[src/sv/write_protect_dirty_page_tracker_defines.svh]
// ----------------------------------------------------------------------------
// Write-protect dirty page tracker: assertion macros
// Shared concurrent assertion forms, clocked and reset-qualified.
// ----------------------------------------------------------------------------
`ifndef WRITE_PROTECT_DIRTY_PAGE_TRACKER_DEFINES_SVH
`define WRITE_PROTECT_DIRTY_PAGE_TRACKER_DEFINES_SVH

// Same-cycle implication.
`define WPDP_ASSERT_IMP(label, clk, rst_n, ante, cons, msg) \
  label: assert property (@(posedge clk) disable iff (!rst_n) (ante) |-> (cons)) else $error(msg);

// Next-cycle implication.
`define WPDP_ASSERT_NXT(label, clk, rst_n, ante, cons, msg) \
  label: assert property (@(posedge clk) disable iff (!rst_n) (ante) |=> (cons)) else $error(msg);

`endif

[src/sv/wpdp_pkg.sv]
// ----------------------------------------------------------------------------
// wpdp_pkg
// Types, codes and helpers shared by the dirty page tracker modules.
// ----------------------------------------------------------------------------
package wpdp_pkg;

  localparam int unsigned NUM_PAGES_DEF  = 32768;
  localparam int unsigned PAGE_SHIFT_DEF = 12;
  localparam int unsigned FIFO_DEPTH_DEF = 2;

  // Page index width covering the largest supported page count.
  localparam int unsigned PG_MAX_W = 20;
  // Page index width on the result port.
  localparam int unsigned PAGE_OUT_W = 15;
  localparam int unsigned ADDR_W = 64;
  localparam int unsigned WORD_W = 64;

  typedef enum logic [1:0] {
    CMD_WRITE     = 2'd0,
    CMD_PROTECT   = 2'd1,
    CMD_UNPROTECT = 2'd2,
    CMD_CONSUME   = 2'd3
  } cmd_e;

  typedef enum logic [2:0] {
    ST_PASS      = 3'd0,
    ST_DIRTIED   = 3'd1,
    ST_OUTSIDE   = 3'd2,
    ST_PROT_DONE = 3'd3,
    ST_FOUND     = 3'd4,
    ST_NONE      = 3'd5
  } status_e;

  // Classified operation handed from front to back.
  typedef enum logic [2:0] {
    OP_WRITE    = 3'd0,
    OP_OUTSIDE  = 3'd1,
    OP_PROT     = 3'd2,
    OP_UNPROT   = 3'd3,
    OP_PROT_NOP = 3'd4,
    OP_CONSUME  = 3'd5
  } op_e;

  typedef struct packed {
    op_e                 op;
    logic [PG_MAX_W-1:0] page;
  } work_t;

  typedef struct packed {
    logic clearing;
  } back_stat_t;

  // Index of the lowest set bit; 0 for an empty word.
  function automatic logic [5:0] ffs64(input logic [WORD_W-1:0] v);
    logic [5:0] r;
    r = '0;
    for (int k = WORD_W - 1; k >= 0; k--) begin
      if (v[k]) r = 6'(k);
    end
    return r;
  endfunction

endpackage

[src/sv/wpdp_work_fifo.sv]
// ----------------------------------------------------------------------------
// wpdp_work_fifo
// Short queue of classified words between front and back.
// ----------------------------------------------------------------------------
`include "write_protect_dirty_page_tracker_defines.svh"

module wpdp_work_fifo #(
  parameter int unsigned DEPTH = wpdp_pkg::FIFO_DEPTH_DEF
) (
  input  logic            clk_i,
  input  logic            rst_ni,
  input  logic            push_i,
  output logic            push_ready_o,
  input  wpdp_pkg::work_t push_data_i,
  output logic            head_valid_o,
  output wpdp_pkg::work_t head_data_o,
  input  logic            pop_i
);

  localparam int unsigned PTR_W = (DEPTH > 2) ? $clog2(DEPTH) : 1;
  localparam int unsigned CNT_W = $clog2(DEPTH + 1);

  wpdp_pkg::work_t  entry_q [DEPTH];
  logic [PTR_W-1:0] wr_ptr_q, wr_ptr_d;
  logic [PTR_W-1:0] rd_ptr_q, rd_ptr_d;
  logic [CNT_W-1:0] cnt_q, cnt_d;
  logic             do_push, do_pop;

  assign push_ready_o = (cnt_q != CNT_W'(DEPTH));
  assign head_valid_o = (cnt_q != '0);
  assign head_data_o  = entry_q[rd_ptr_q];
  assign do_push      = push_i && push_ready_o;
  assign do_pop       = pop_i && head_valid_o;

  always_comb begin
    wr_ptr_d = wr_ptr_q;
    rd_ptr_d = rd_ptr_q;
    cnt_d    = cnt_q;
    if (do_push) begin
      wr_ptr_d = (wr_ptr_q == PTR_W'(DEPTH - 1)) ? '0 : wr_ptr_q + 1'b1;
    end
    if (do_pop) begin
      rd_ptr_d = (rd_ptr_q == PTR_W'(DEPTH - 1)) ? '0 : rd_ptr_q + 1'b1;
    end
    if (do_push && !do_pop) begin
      cnt_d = cnt_q + 1'b1;
    end else if (do_pop && !do_push) begin
      cnt_d = cnt_q - 1'b1;
    end
  end

  always_ff @(posedge clk_i or negedge rst_ni) begin
    if (!rst_ni) begin
      wr_ptr_q <= '0;
      rd_ptr_q <= '0;
      cnt_q    <= '0;
    end else begin
      wr_ptr_q <= wr_ptr_d;
      rd_ptr_q <= rd_ptr_d;
      cnt_q    <= cnt_d;
    end
  end

  always_ff @(posedge clk_i) begin
    if (do_push) begin
      entry_q[wr_ptr_q] <= push_data_i;
    end
  end

  `WPDP_ASSERT_IMP(a_cnt_bound, clk_i, rst_ni, 1'b1, cnt_q <= CNT_W'(DEPTH), "queue count past depth")
  `WPDP_ASSERT_NXT(a_cnt_grow, clk_i, rst_ni, do_push && !do_pop, cnt_q == $past(cnt_q) + 1'b1, "queue count did not grow on push")

endmodule

[config.mk]
export PLATFORM = sky130hd
export DESIGN_NAME = wpdp_work_fifo
export DESIGN_NICKNAME = d
export VERILOG_FILES = /design/src/sv/wpdp_pkg.sv /design/src/sv/wpdp_work_fifo.sv
export VERILOG_INCLUDE_DIRS = /design/src /design/src/sv
export SDC_FILE = /design/constraint.sdc
export NUM_CORES = 1
export LEC_CHECK = 0
export CAP_MARGIN = 20
export CORE_AREA = 5 5 72 74
export DETAILED_ROUTE_END_ITERATION = 8
export DIE_AREA = 0 0 77 79
export DONT_BUFFER_PORTS = 1
export GPL_ROUTABILITY_DRIVEN = 1
export PLACE_DENSITY = 0.61
export SLEW_MARGIN = 5
export SYNTH_ARGS = -nofsm -noshare
export SYNTH_HDL_FRONTEND = slang
export SYNTH_SLANG_ARGS = --single-unit
[constraint.sdc]
create_clock -name clk_i -period 2.1 [get_ports clk_i]
set_clock_uncertainty 0.1 [all_clocks]
set_input_delay 0.315 -clock clk_i [delete_from_list [all_inputs] [get_ports clk_i]]
set_output_delay 0.315 -clock clk_i [all_outputs]
set_load 0.005 [all_outputs]
-- Word-level counts from Yosys, hierarchy flattened
Memories as Yosys holds them, arrays and structs flattened.
Index checks and enable logic that the tools add are counted.
- $add $sub $neg: 4
- equal/unequal tests: 1
- mux-type cells: 6
- reduce and logical (&&, ||, !) cells: 8
- operator list (cell ; count):
    $logic_and 1x1->1 ; 4
    $mux 1 ; 4
    $mux 2 ; 2
    $reduce_bool 2->1 ; 2
    $add 1x1->1 const B ; 2
    $add 2x1->2 const B ; 1
    $logic_not 1->1 ; 2
    $ne 2x2->1 const B ; 1
    $sub 2x1->2 const B ; 1
- register bits after elaboration: 4
- bits in writable memories: 46
- output and inout port bits: 25
- word-level logic and storage cells: 23
- memories: 1
- memories (memory ; depth ; bits a word ; rd ports ; clocked after memory_dff ; write ports ; line ; RTL):
    entry_q ; 2 ; 23 ; 1 ; 0 ; 1 ; wpdp_work_fifo.sv:23 ; wpdp_pkg::work_t entry_q [DEPTH];

-- Logic depth before layout (Yosys ltp)
- word-level depth: 6
- mapped depth: 7
- mapped depth without buffers: 7

-- Worst setup path after synthesis
OpenSTA, ideal clock, no wires.
- path type: flip-flop to flip-flop
- start point: register cnt_q[0]
- end point: memory entry_q[0][0] (netlist bit), enable pin
- setup time: 403 ps
- arrival time: 1633 ps
- required time: 1597 ps
- path slack: -35 ps
- stages on the path, launching flop included: 4
- path buffers: 0
- cells stage by stage: dfrtp_1 nand2b_1 nand2_1 nor2_1
- word-level cells in the longest chain between the ends: 4
- RTL lines (element ; line ; RTL):
    from (decl) ; wpdp_work_fifo.sv:26 ; logic [CNT_W-1:0] cnt_q, cnt_d;
    from (signal assigned) ; wpdp_work_fifo.sv:60 ; cnt_q <= cnt_d;
    $ne 2x2->1 ; wpdp_work_fifo.sv:29 ; assign push_ready_o = (cnt_q != CNT_W'(DEPTH));
    net push_ready_o ; wpdp_work_fifo.sv:13 ; output logic push_ready_o,
    $logic_and 1x1->1 ; wpdp_work_fifo.sv:32 ; assign do_push = push_i && push_ready_o;
    $mux 1 ; wpdp_work_fifo.sv:65 ; if (do_push) begin
    $mux 1 (implied by the code) ; wpdp_work_fifo.sv:66 ; entry_q[wr_ptr_q] <= push_data_i;
    to (decl) ; wpdp_work_fifo.sv:23 ;
The timed path passes the listed nets, and every way through them passes these cells.

-- Worst setup path after layout
- start point: register cnt_q[0]
- end point: register cnt_q[1]
- word-level cells in the longest chain between the ends: 5
- RTL lines (element ; line ; RTL):
    $ne 2x2->1 * ; wpdp_work_fifo.sv:29 ;
    net push_ready_o ; wpdp_work_fifo.sv:13 ;
    $logic_and 1x1->1 * ; wpdp_work_fifo.sv:32 ;
    net do_push ; wpdp_work_fifo.sv:27 ; logic do_push, do_pop;
    $logic_not 1->1 ; wpdp_work_fifo.sv:47 ; end else if (do_pop && !do_push) begin
    $logic_and 1x1->1 ; wpdp_work_fifo.sv:47 ;
    $reduce_bool 2->1 (no line) ; -- ;
The timed path passes the listed nets; every way through them passes the cells marked *. The select of a mux whose other input is x is not followed.
A chain may end at the register's enable or synchronous reset.

==> results.md <==
- Total of flip-flops plus latches after synthesis: 50
- Starting density of the core: 43.20%
- Standard cell core area: between 4000 and 5000 sq um
- Initial antenna violation count: 0
- Total overflow reported by the global router: 0
- NumNets Final: 149
- Final critical path time including I/O delays and setup: approximately 1.7 ns
- Detail Placement HPWL: 1.952 mm
- Number of unique standard cell types used by synthesis: 16
- Cell depth of the worst flop-to-flop path: 7
- Clock H-tree levels: 2
- Share of post-route cells with drive strength above 1: 27.87%
- Share of async-settable or async-resettable flops after synthesis: 8.000%
- Most repeated cell in the gate-level netlist after synthesis: sky130_fd_sc_hd__edfxtp_1
- Max-Cap Viols: 0
- Data arrival, critical path: about 1.8 ns
- DIE WIDTH: 77 microns
- Unrepaired setup endpoints after global routing: false
- Master cell of the clock root buffer: sky130_fd_sc_hd__clkbuf_8
- Slew HR: 78.69%
- Max-slew violation count: 0
- Worst hold-check path type: in -> reg
- Ys flop type: sky130_fd_sc_hd__edfxtp_1
- Area share of the largest cell type after synthesis: 70.50%
- Cell type contributing the most total cell area after synthesis: sky130_fd_sc_hd__edfxtp_1
- Beginning of the worst register-to-register path: cnt_q[0]
- Vias per Instance: 4.949
- Critical path fanouts, max: 4
- Proportion of synthesized chip area in sequential cells: 75.61%
- Start point of the worst min-delay path: pop_i
- Gate count after technology mapping: 90
- Number of CTS-inserted buffers: 5
- Layout overhead on the synthesized area: 19.16%
- Clock tree from TritonCTS: done
- I/O pin cnt: between 50 and 60
- Power density normalized to cell area: 1230 nW/um^2
- Largest net degree at the start of global routing: 25
- Syn Std Cell Area: 1959 sq um
- Post-synthesis net count: 118
- Clock edge transition at the registers on the reported setup and hold paths: 0.08 ns
- Max Buffers Root-to-Sink: 2
- Worst slack, placed: 0.4004 ns
- DRT iter0 DRCs: 60
- Slew at the pin with the worst max-slew slack: between 0.3 and 0.4 ns
- Result of the run: completed
- Path type of the worst setup path: reg -> reg
- Standard-cell row count: 25
- Critical Path End Type: register
- Number of iterations in the first detailed-routing pass: 3
- Peak supply drop: 0.9973 mV
- Worst-Skew Late Latency: 0.29 ns
- Vertical extent of the die: roughly 79 microns
- Port-buffer cells: 0
- Final number of setup-violating endpoints: 0
- Overall via count from detail_route: 871
- Number of hold violations in the final report: 0
- GPL Wtd Cong: 0.7189
- Critical Path Start Type: register
- Average wire per standard cell: 17.37 microns
- Start point of the critical path: cnt_q[0]
- Number of enable flip-flop cells after synthesis: 46
- Antenna viol nets, final: 0
- Count of warnings emitted by yosys: 0
- Total routed wirelength: 3.057 mm
- Final period utilization: 82.23%
- Mean cell area of the mapped netlist: 21.77 sq um
- Worst hold slack: 0.06236 ns
- Utilization after layout: 51.48%
- Wire length of the first global-routing pass: 4.719 mm
- Combined global-route utilization of all metal layers: 10.42%
- Achievable Freq: 579.1 MHz
- Largest cells by area after synthesis: sky130_fd_sc_hd__edfxtp_1 (70%), sky130_fd_sc_hd__mux2_4 (15%), sky130_fd_sc_hd__dfrtp_1 (5.1%), sky130_fd_sc_hd__mux2_2 (2.3%), sky130_fd_sc_hd__buf_12 (2.0%)
- Post-route DRC violation count: 0
- Setup WS post-layout: 0.3731 ns
- Die ar.: 6083 sq um
- Aggregate negative setup slack: 0 ns
- Ant. Diodes: 0
- Data required time of the critical path: 2.21 ns
- Hold Path Depth: 2
- Most instantiated cells after synthesis: sky130_fd_sc_hd__edfxtp_1 (46), sky130_fd_sc_hd__mux2_4 (19), sky130_fd_sc_hd__dfrtp_1 (4), sky130_fd_sc_hd__mux2_2 (4), sky130_fd_sc_hd__xnor2_1 (3)
- Sink Count: 50
- Leakage power of the design: 0.0008586 uW
- Vias in the first global route: about 900
## cell usage in the layout (no fill, tap or decap), drive strengths merged
master and n:
and3 1, buf 3, clkbuf 6, clkinv 2
dfrtp 4, dlygate4sd3 24, edfxtp 46, ha 1
inv 1, mux2 23, nand2 2, nand2b 1
nor2 2, or2 1, xnor2 3, xor2 2
## cells by family after synthesis
logic type	synth area share, %
AND/OR/NAND/NOR	1.853
buffers and inverters	2.810
multiplexers	16.86
XOR/XNOR	2.235
adder cells (fa/ha/maj)	0.6385
flip-flops	75.61
## routing by layer
metal / track usage (%) / wire length [microns] / up-vias
li1: - / - / 401
met1: 9.641 / 1135 / 431
met2: 17.40 / 1625 / 37
met3: 7.483 / 276 / 2
met4: 4.467 / 20 / 0
met5: 0 / 0 / -
## registers in the layout, summed over array words and instances (netlist names)
signal / count
rd_ptr_q: 1
wr_ptr_q: 1
cnt_q: 2
entry_q: 46
## per-stage QoR
step                      instances  power [uW]  instance area (sq um)
after floorplan                  90        2242                   1962
final                           176        2872                   2335
after global routing            176        3062                   2335
after CTS                       153        2886                   2105
after detailed placement        144        2375                   2013
after global placement          144        2326                   2013
## cell type report
| class | instances | area (sq um) |
|---|---|---|
| Sequential cell | 50 | 1481 |
| Multi-Input combinational cell | 36 | 425.4 |
| Tap cell | 54 | 67.56 |
| Clock inverter | 2 | 8.758 |
| Clock buffer | 6 | 72.57 |
| Fill cell | 369 | 2201 |
| Timing Repair Buffer | 27 | 275.3 |
| Inverter | 1 | 3.754 |
## path summary, 6_finish.rpt
path                       endpoint  slack [ns]
min reg2reg                cnt_q[1]        0.43
max reg2reg                cnt_q[1]        0.37
max                        cnt_q[1]        0.37
max in group asynchronous  cnt_q[1]        1.54
min                        rd_ptr_q        0.06
min in group asynchronous  wr_ptr_q        0.19
## critical path, cell delays in order (launching register included)
cell and delay (ns):
sky130_fd_sc_hd__dfrtp_1 0.44, sky130_fd_sc_hd__nand2b_1 0.23, sky130_fd_sc_hd__nand2_1 0.16, sky130_fd_sc_hd__inv_1 0.06
sky130_fd_sc_hd__ha_1 0.21, sky130_fd_sc_hd__xor2_1 0.15, sky130_fd_sc_hd__nor2_1 0.12, sky130_fd_sc_hd__xor2_1 0.18
## repair_timing
item / CTS / global route
resized for setup: 0 / 0
endpoints found under the setup margin: 0 / 0
buffers inserted: 0 / 0
hold buffers: 1 / 23
hold endpoints to repair: 4 / 46
## report_power, final
group / switching [uW] / internal (uW)
Clock: 278 / 229
Combinational: 440 / 470
Sequential: 84.5 / 1370
Power figures use the tool's default switching activity.
