### config.mk
export PLATFORM = sky130hd
export DESIGN_NAME = wpdp_front
export DESIGN_NICKNAME = d
export VERILOG_FILES = /design/src/sv/write_protect_dirty_page_tracker_defines.svh /design/src/sv/wpdp_pkg.sv /design/src/sv/wpdp_front.sv
export SDC_FILE = /design/constraint.sdc
export NUM_CORES = 1
export LEC_CHECK = 0
export BUFFER_PORTS_ARGS = -buffer_cell sky130_fd_sc_hd__clkbuf_2
export CAP_MARGIN = 40
export CORE_AREA = 8 8 151 224
export DETAILED_ROUTE_END_ITERATION = 8
export DIE_AREA = 0 0 159 232
export PLACE_DENSITY_LB_ADDON = 0.2
export SYNTH_ARGS = -nofsm -noshare
export SYNTH_HDL_FRONTEND = slang
export SYNTH_SLANG_ARGS = --single-unit
### constraint.sdc
create_clock -name clk_i -period 8.83 [get_ports clk_i]
set_input_delay 1.3245 -clock clk_i [delete_from_list [all_inputs] [get_ports clk_i]]
set_output_delay 1.3245 -clock clk_i [all_outputs]
set_load 0.005 [all_outputs]
### src/sv/write_protect_dirty_page_tracker_defines.svh
// ----------------------------------------------------------------------------
// Write-protect dirty page tracker: assertion macros
// Shared concurrent assertion forms, clocked and reset-qualified.
// ----------------------------------------------------------------------------
`ifndef WRITE_PROTECT_DIRTY_PAGE_TRACKER_DEFINES_SVH
`define WRITE_PROTECT_DIRTY_PAGE_TRACKER_DEFINES_SVH

// Same-cycle implication.
`define WPDP_ASSERT_IMP(label, clk, rst_n, ante, cons, msg) \
  label: assert property (@(posedge clk) disable iff (!rst_n) (ante) |-> (cons)) else $error(msg);

// Next-cycle implication.
`define WPDP_ASSERT_NXT(label, clk, rst_n, ante, cons, msg) \
  label: assert property (@(posedge clk) disable iff (!rst_n) (ante) |=> (cons)) else $error(msg);

`endif

### src/sv/wpdp_pkg.sv
// ----------------------------------------------------------------------------
// wpdp_pkg
// Types, codes and helpers shared by the dirty page tracker modules.
// ----------------------------------------------------------------------------
package wpdp_pkg;

  localparam int unsigned NUM_PAGES_DEF  = 32768;
  localparam int unsigned PAGE_SHIFT_DEF = 12;
  localparam int unsigned FIFO_DEPTH_DEF = 2;

  // Page index width covering the largest supported page count.
  localparam int unsigned PG_MAX_W = 20;
  // Page index width on the result port.
  localparam int unsigned PAGE_OUT_W = 15;
  localparam int unsigned ADDR_W = 64;
  localparam int unsigned WORD_W = 64;

  typedef enum logic [1:0] {
    CMD_WRITE     = 2'd0,
    CMD_PROTECT   = 2'd1,
    CMD_UNPROTECT = 2'd2,
    CMD_CONSUME   = 2'd3
  } cmd_e;

  typedef enum logic [2:0] {
    ST_PASS      = 3'd0,
    ST_DIRTIED   = 3'd1,
    ST_OUTSIDE   = 3'd2,
    ST_PROT_DONE = 3'd3,
    ST_FOUND     = 3'd4,
    ST_NONE      = 3'd5
  } status_e;

  // Classified operation handed from front to back.
  typedef enum logic [2:0] {
    OP_WRITE    = 3'd0,
    OP_OUTSIDE  = 3'd1,
    OP_PROT     = 3'd2,
    OP_UNPROT   = 3'd3,
    OP_PROT_NOP = 3'd4,
    OP_CONSUME  = 3'd5
  } op_e;

  typedef struct packed {
    op_e                 op;
    logic [PG_MAX_W-1:0] page;
  } work_t;

  typedef struct packed {
    logic clearing;
  } back_stat_t;

  // Index of the lowest set bit; 0 for an empty word.
  function automatic logic [5:0] ffs64(input logic [WORD_W-1:0] v);
    logic [5:0] r;
    r = '0;
    for (int k = WORD_W - 1; k >= 0; k--) begin
      if (v[k]) r = 6'(k);
    end
    return r;
  endfunction

endpackage

### src/sv/wpdp_front.sv
// ----------------------------------------------------------------------------
// wpdp_front
// Holds the RAM base, classifies incoming words and pushes them to the queue.
// ----------------------------------------------------------------------------
module wpdp_front #(
  parameter int unsigned NUM_PAGES  = wpdp_pkg::NUM_PAGES_DEF,
  parameter int unsigned PAGE_SHIFT = wpdp_pkg::PAGE_SHIFT_DEF
) (
  input  logic                        clk_i,
  input  logic                        rst_ni,
  input  logic                        cfg_valid_i,
  output logic                        cfg_ready_o,
  input  logic [wpdp_pkg::ADDR_W-1:0] cfg_ram_base_i,
  input  logic                        in_valid_i,
  output logic                        in_ready_o,
  input  logic [1:0]                  cmd_i,
  input  logic [wpdp_pkg::ADDR_W-1:0] write_address_i,
  input  logic [14:0]                 page_number_i,
  input  wpdp_pkg::back_stat_t        back_stat_i,
  output logic                        push_valid_o,
  input  logic                        push_ready_i,
  output wpdp_pkg::work_t             push_data_o
);

  localparam logic [wpdp_pkg::ADDR_W-1:0] RAM_BYTES =
    wpdp_pkg::ADDR_W'(NUM_PAGES) << PAGE_SHIFT;

  logic [wpdp_pkg::ADDR_W-1:0] ram_base_q;
  logic [wpdp_pkg::ADDR_W-1:0] offset;
  wpdp_pkg::cmd_e              cmd;

  assign cfg_ready_o = 1'b1;

  always_ff @(posedge clk_i or negedge rst_ni) begin
    if (!rst_ni) begin
      ram_base_q <= '0;
    end else if (cfg_valid_i) begin
      ram_base_q <= cfg_ram_base_i;
    end
  end

  assign cmd    = wpdp_pkg::cmd_e'(cmd_i);
  assign offset = write_address_i - ram_base_q;

  assign in_ready_o   = push_ready_i && !back_stat_i.clearing;
  assign push_valid_o = in_valid_i && in_ready_o;

  always_comb begin
    push_data_o.op   = wpdp_pkg::OP_CONSUME;
    push_data_o.page = '0;
    case (cmd)
      wpdp_pkg::CMD_WRITE: begin
        if (offset >= RAM_BYTES) begin
          push_data_o.op = wpdp_pkg::OP_OUTSIDE;
        end else begin
          push_data_o.op   = wpdp_pkg::OP_WRITE;
          push_data_o.page = wpdp_pkg::PG_MAX_W'(offset >> PAGE_SHIFT);
        end
      end
      wpdp_pkg::CMD_PROTECT, wpdp_pkg::CMD_UNPROTECT: begin
        push_data_o.page = wpdp_pkg::PG_MAX_W'(page_number_i);
        if (32'(page_number_i) >= 32'(NUM_PAGES)) begin
          push_data_o.op = wpdp_pkg::OP_PROT_NOP;
        end else if (cmd == wpdp_pkg::CMD_PROTECT) begin
          push_data_o.op = wpdp_pkg::OP_PROT;
        end else begin
          push_data_o.op = wpdp_pkg::OP_UNPROT;
        end
      end
      default: begin
        push_data_o.op = wpdp_pkg::OP_CONSUME;
      end
    endcase
  end

endmodule

# Yosys cells after proc, flatten, opt, wreduce, memory -nomap -nowiden
# Index checks and enable logic that the tools add are counted.
# classes
add_sub_neg	1
multipliers	0
div_mod_pow	0
n_lt_le_gt_ge	1
eq_ne	2
n_shift	0
muxes	5
bitwise_logic	0
reduce_logical	5
# ops
cell	count
$ge A64 B28 Y1 const B	1
$sub A64 B64 Y64	1
$pmux W20 S2	1
$mux W20	1
$pmux W3 S2	1
$eq A2 B1 Y1 const B	1
$eq A2 B2 Y1 const B	1
$logic_and A1 B1 Y1	2
$logic_not A2 Y1	1
$mux W1	2
$reduce_or A2 Y1	1
$logic_not A1 Y1	1
# word_totals
reg_bits	64
latch_bits	0
ram_bits	0
mem_bits_ro	0
input_bits	151
output_inout_bits	26
wordCells	15
mem_count	0

# Logic depth before layout (Yosys ltp)
# Gate-level depths: netlist of the first run.
# logic_depth
ltp_word	4
mapped_depth	15
ltp_nobuf	13

# Worst setup path after synthesis of the first run
# No wires, ideal clock.
# synth_path
path_kind	input to output
start	input write_address_i[15] (netlist name)
end	output push_data_o[12] (netlist name)
arrival_time_ns	4.514
required_time_ns	7.506
setup_slack_ns	2.991
path_stages	14
n_path_buf	3
path_cell_list	ha_1 > buf_6 > a21oi_4 > o21ai_2 > and2_4 > or4b_1 > a2111o_1 > a21oi_2 > o2111ai_1 > or4_1 > or4_1 > buf_2 > buf_6 > o21ai_2
# synth_lines
item	line	source
start, declared	wpdp_front.sv:17	input logic [wpdp_pkg::ADDR_W-1:0] write_address_i,
end, declared	wpdp_front.sv:22	output wpdp_pkg::work_t push_data_o

==> results of run 1 <==
-- stage by stage --
step,hold WS (ns),instance area (um2)
2_1_floorplan,0.485,7560
3_3_place_gp,0.503,8650
3_5_place_dp,0.510,8670
4_1_cts,0.524,8970
5_1_grt,0.536,8980
6_report,0.522,8980
-- cell usage after synthesis, types with 14 or more instances --
library cell,n,area share [%]
ha_1,65,11
nor2_1,67,3.3
nand4_1,32,2.7
inv_1,76,3.8
xnor2_1,18,2.1
buf_2,16,1.1
o21ai_0,127,8.4
dfrtp_1,64,21
clkbuf_1,33,1.6
nor3_1,24,1.6
nand2_1,175,8.7
a21o_1,14,1.4
a21oi_1,97,6.4
nand3_1,33,2.2
-- kinds of logic (layout without fill, tap and decap cells) --
family / after synthesis / after routing / share of synthesized area (%)
and+or+nand+nor: 398 / 398 / 24.7
AOI/OAI and AO/OA: 365 / 365 / 30.1
buffers and inverters: 139 / 269 / 7.89
adders and majority gates: 66 / 66 / 11.0
DFF: 64 / 64 / 21.2
xor gates and xnor gates: 29 / 29 / 3.36
muxes: 12 / 12 / 1.64
other: 2 / 6 / 0.0995
-- worst max path at each step --
stage	slack (ns)	cells past startpoint	startpoint	endpoint
after floorplan	2.99	14	write_address_i[15]	push_data_o[12]
after global placement	1.37	14	write_address_i[0]	push_data_o[10]
after detailed placement	1.46	14	write_address_i[0]	push_data_o[10]
after CTS	1.44	14	write_address_i[0]	push_data_o[10]
after global routing	1.05	15	write_address_i[0]	push_data_o[1]
final	1.46	14	write_address_i[0]	push_data_o[13]
-- layout make-up --
class                           count  area, um2  area share, %
Clock inverter                      5       56.3          0.627
Multi-Input combinational cell    876       5370           59.8
Clock buffer                       11        243           2.70
Sequential cell                    64       1600           17.8
Timing Repair Buffer              177        918           10.2
Tap cell                          405        507           5.64
Inverter                           76        285           3.18
-- metal layers --
metal	vias to the layer above	track usage [%]
met5	-	0
met4	0	10.1
li1	4155	-
met3	72	3.71
met2	226	35.8
met1	4046	16.2
-- power groups by stage --
| stage | sequential [mW] | combinational, mW | clock (mW) |
|---|---|---|---|
| 2_1_floorplan | 0.330 | 0.434 | 0 |
| 3_3_place_gp | 0.331 | 0.681 | 0 |
| 3_5_place_dp | 0.332 | 0.677 | 0 |
| 4_1_cts | 0.326 | 0.681 | 0.386 |
| 5_1_grt | 0.329 | 0.742 | 0.398 |
| 6_report | 0.326 | 0.679 | 0.374 |
==> results.md, run 1 <==
- Sequential-to-total area share from yosys stat: 21.2%
- Hold path startpoint: ram_base_q[0]
- R2R Path End: ram_base_q[63]
- Vias in the first global route: 8811
- Biggest regs: ram_base_q: 64 flops
- Leakage power: 3.96 nW
- R2R Setup Slk: 8.08 ns
- Post-synthesis async set-or-reset flop share: 100%
- Maximum root-to-sink buffer count: 2
- Relative slew slack: 39.6%
- HP Class: register to register
- 1st-iter DRT viols: 394
- Switching Share: 44.1%
- Share of layout cells above drive strength 1: 17.7%
- Critical Path Max Stage Delay: 0.90 ns
- TritonRoute pass-1 iters: 5
- Flops & latches, synth: 64
- Post-route minimum period: 7.37 ns
- Critical setup path kind: input pin to output pin
- Number of flip-flops in the largest register: 64
- Setup ws final: 1.46 ns
- DP Wirelength: 28700 um
- Clock power frac: 27.1%
- Syn avg cell area: 7.02 um2
- Critical Path Fanout Max: 16
- Final hold viol count: 0
- CTS sink cnt: 64
- Number of CTS-inserted buffers: 9
- CTS tree: done
- Top Metal Used: met4
- Worst r2r src: ram_base_q[63]
- Number of synthesized flops with an enable pin: 0
- Crit path max-delay family: compound AO/OA/AOI/OAI gates
- Critical path's slowest cell: or4_1
- Worst vdd ir: 0.0965 mV
- Largest net degree at the start of global routing: 73
- RSZ-0062 raised after global routing: false
- Ys Warns: 0
- Primary FF master, synth: dfrtp_1
- Final period util: 83.5%
- Hold Crit Endpoint: ram_base_q[0]
- Net count, final: 1421
- FILL cells: 3471
- H-tree levels: 3
- WL/cell: 20.6 um
- Initial core utilization: 24.6%
- Core area: 30600 um2
- Required time of the critical path: 7.51 ns
- Pwr/cell area: 154 nW/um2
- Biggest register: ram_base_q
- Arrival time at the worst endpoint: 6.05 ns
- Final Total Pwr: 1.38 mW
- Worst reg2reg path depth: 1
- Status: finished clean
- Antenna violations before repair: 0
- Post-route DRC: 0
- Placed Cells: 1597
- Die Wd: 159 um
- Vias per cell: 5.27
- Full die area: 36900 um2
- Most frequent cells in the layout: 175 x nand2_1, 168 x clkbuf_2, 127 x o21ai_0
- Final Setup Violations: 0
- Cells after Synth: 1075
- Boundary pin count: 177
- Yosys cell types: 71
- Via Count: 8499
- Num rows: 79
- CP bufs+invs: 3
- Routed wl met3: 1340 um
- Postcts setup bufs: 0
- Slew @ Worst Pin: 0.897 ns
- Antenna Nets Post-Route: 0
- Metal2 WL: 18900 um
- Grt total ovfl: 0
- Clk pin slew, worst setup/hold paths: 0.06 ns
- Final core occ: 29.3%
- Worst path cell trace: clkbuf_2 > inv_1 > ha_1 > fa_1 > nand2b_1 > a2111oi_0 > a211oi_1 > o221ai_1 > a21boi_0 > a211oi_1 > nand4_1 > or4_1 > o21ai_0 > clkbuf_2
- Highest Clock Rate: 0.136 GHz
- Cts-stage hold buffer count: 0
- First-pass GRT wire length: 50600 um
- Clock latency on the worst-skew pair: 0.38 ns
- Final Max Slew Viols: 0
- Hold depth: 1
- GPL Wtd Cong: 1.01
- Part of the power in registers: 23.7%
- Crit path launch type: input pin
- TNS Setup: 0 ns
- IO Port Bufs: 170
- Post-Route M1 WL: 11400 um
- Combinational share of power: 49.2%
- Non-filler cells, final: 1614
- Final wirelength: 33300 um
- Net Sw Power: 0.609 mW
- PostCTS Resize Cnt: 0
- Commonest non-fill, non-tap cell in the layout: nand2_1
- Area Growth Syn to Fin: 18.9%
- All-Layer GR Usage: 17.8%
- Worst Skew: 0 ns
- Int Pwr: 0.770 mW
- Die Y: 232 um
- Root Driver: clkbuf_16
- Crit path capture type: output pin
- Ant. Diodes: 0
- Mapped Area: 7550 um2
- Max Cap Violations: 0
- Post-Place Setup Slack: 1.46 ns
Note: power is estimated with default switching activity, not from simulation.
==> run 2: changes to the inputs <==
==> constraint.sdc (replaced) <==
create_clock -name clk_i -period 6.1 [get_ports clk_i]
set_input_delay 0.915 -clock clk_i [delete_from_list [all_inputs] [get_ports clk_i]]
set_output_delay 0.915 -clock clk_i [all_outputs]
set_load 0.005 [all_outputs]
==> results.md, run 2 (synthesis gave the netlist of run 1 again) <==
- Status: finished clean
- RSZ-0062 raised after global routing: false
- Core area: 30600 um2 (unchanged)
- Critical setup path kind: input pin to output pin
- Max Cap Violations: 0 (unchanged)
- Met3 GRT Util: 2.82% (-0.89 points)
- Pwr/cell area: 218 nW/um2 (+42%)
- Hold slack: 0.512 ns (-0.00940 ns)
- Critical path's slowest cell: or4_1
- FF+latch area: 1600 um2 (unchanged)
- Switching Share: 44.0% (-0.17 points)
- Post-route DRC: 0 (unchanged)
- Final instance area: 9180 um2 (+2.3%)
- Via Count: 8535 (+0.42%)
- Part of the power in registers: 23.6% (about the same)
- Multi-input gate area: 5400 um2 (+0.68%)
- Worst Skew: 0 ns (unchanged)
- Int Pwr: 1.12 mW (+46%)
- Net Sw Power: 0.881 mW (+45%)
- Clk pin slew, worst setup/hold paths: 0.06 ns (about the same)
- Boundary pin count: 177 (unchanged)
- Net count, final: 1445 (+1.7%)
- IO Port Bufs: 170 (unchanged)
- Dpl cell area: 8840 um2 (+1.9%)
- Die Y: 232 um (unchanged)
- CTS tree: done
- All-Layer GR Usage: 17.7% (-0.087 points)
- Share of layout cells above drive strength 1: 19.7% (+2.0 points)
- Crit path launch type: input pin
- Largest net degree at the start of global routing: 70 (-4.1%)
- Cts-stage hold buffer count: 0 (unchanged)
- Clock power frac: 26.3% (-0.8 points)
- Biggest regs: ram_base_q: 64 flops
- Leakage power: 4.08 nW (+3.0%)
- Maximum root-to-sink buffer count: 2 (unchanged)
- Final period util: 97.4%
- Vias in the first global route: 9019 (+2.4%)
- Grt total ovfl: 0 (unchanged)
- Combinational share of power: 50.1% (+0.9 points)
- Initial core utilization: 24.6% (unchanged)
- GR Util met1: 16.0% (-0.19 points)
- Antenna violations before repair: 0 (unchanged)
- FILL cells: 3430 (-1.2%)
- Required time of the critical path: 5.18 ns (-2.33 ns)
- Root Driver: clkbuf_16
- GPL Wtd Cong: 1.02 (+1.4%)
- CP bufs+invs: 3 (unchanged)
- Arrival time at the worst endpoint: 5.03 ns (-1.02 ns)
- Vias per cell: 5.21 (-0.99%)
- Most frequent cells in the layout: 175 x nand2_1, 168 x clkbuf_2, 126 x o21ai_0
- 1st-iter DRT viols: 497 (+26%)
- Num rows: 79 (unchanged)
- Area Growth Syn to Fin: 21.6%
- Crit path max-delay family: simple AND/OR/NAND/NOR gates
- Worst path cell trace: clkbuf_2 > ha_1 > a21oi_2 > o21ai_0 > nor2_1 > or4b_1 > a2111o_1 > a21oi_2 > o2111ai_1 > or4_1 > or4_1 > buf_4 > o21ai_0 > clkbuf_2
- Crit path capture type: output pin
- Ant. Diodes: 0 (unchanged)
- Number of flip-flops in the largest register: 64 (unchanged)
- Clock latency on the worst-skew pair: 0.36 ns (-0.02 ns)
- H-tree levels: 3 (unchanged)
- Relative slew slack: 45.6% (+5.9 points)
- Final Max Slew Viols: 0 (unchanged)
- First-pass GRT wire length: 50600 um (about the same)
- Antenna Nets Post-Route: 0 (unchanged)
- Biggest register: ram_base_q
- Commonest non-fill, non-tap cell in the layout: nand2_1
- Final wirelength: 33400 um (+0.11%)
- Final hold viol count: 0 (unchanged)
- Non-filler cells, final: 1637 (+1.4%)
- GRT met2 Usage: 36.0% (+0.19 points)
- Critical Path Max Stage Delay: 0.54 ns (-0.36 ns)
- GRT busiest layer: met2
- Worst vdd ir: 0.143 mV (+48%)
- HP Class: register to register
- Post-route minimum period: 5.94 ns
- Final Setup Violations: 0 (unchanged)
- Die Wd: 159 um (unchanged)
- DP Wirelength: 28800 um (+0.42%)
- Critical Path Fanout Max: 16 (unchanged)
- CTS sink cnt: 64 (unchanged)
- Number of CTS-inserted buffers: 9 (unchanged)
- TritonRoute pass-1 iters: 5 (unchanged)
- Slew @ Worst Pin: 0.815 ns (-0.0823 ns)
- Full die area: 36900 um2 (unchanged)
- WL/cell: 20.4 um (-1.3%)
- Highest Clock Rate: 0.168 GHz
- TNS Setup: 0 ns (unchanged)
- Placed Cells: 1619 (+1.4%)
- Final Total Pwr: 2.00 mW (+45%)
run 2: final cells by class:
class,instances,area share [%]
clock inverters,6,0.668
repair buffers,201,12.0
clock buffers,9,2.45
inverters,76,3.11
well taps,405,5.52
multi-input cells,876,58.8
flip-flops and latches,64,17.4
run 2: path summary, 6_finish.rpt:
| kind | from | to | slack [ns] | cells past startpoint |
|---|---|---|---|---|
| worst max-delay path | write_address_i[21] | push_data_o[11] | 0.16 | 14 |
| worst min-delay path | ram_base_q[0] | ram_base_q[0] | 0.51 | 1 |
| worst max register to register | ram_base_q[63] | ram_base_q[63] | 5.35 | 1 |
| worst min register to register | ram_base_q[0] | ram_base_q[0] | 0.51 | 1 |
| max in group asynchronous | rst_ni | ram_base_q[28] | 4.98 | 3 |
| min in group asynchronous | rst_ni | ram_base_q[53] | 0.55 | 2 |
run 2: layer usage:
layer  routed length (um)  up-vias
li1                     -     4199
met1                11300     3994
met2                19000      261
met3                 1240       81
met4                 1860        0
met5                    0        -
run 2: power by group through the flow:
| stage | sequential [mW] | clock (mW) | combinational [mW] |
|---|---|---|---|
| floorplan | 0.478 | 0 | 0.629 |
| global placement | 0.480 | 0 | 0.998 |
| detailed placement | 0.480 | 0 | 0.993 |
| CTS | 0.473 | 0.543 | 1.00 |
| global route | 0.476 | 0.558 | 1.10 |
| finish | 0.472 | 0.528 | 1.00 |
run 2: metrics by stage:
stage	utilization [%]	setup WS, ns
after floorplan	-	1.08
after global placement	28.8	-0.242
after detailed placement	28.8	-0.143
after CTS	29.8	0.0637
after global routing	30.0	0.00242
final	30.0	0.157
run 2: repair_timing:
item / CTS / global route
setup endpoints to repair: 16 / 6
setup buffers: 0 / 2
gates resized for setup: 2 / 5
hold endpoints to repair: 0 / 0
gates cloned: 0 / 0
pin swaps: 0 / 1
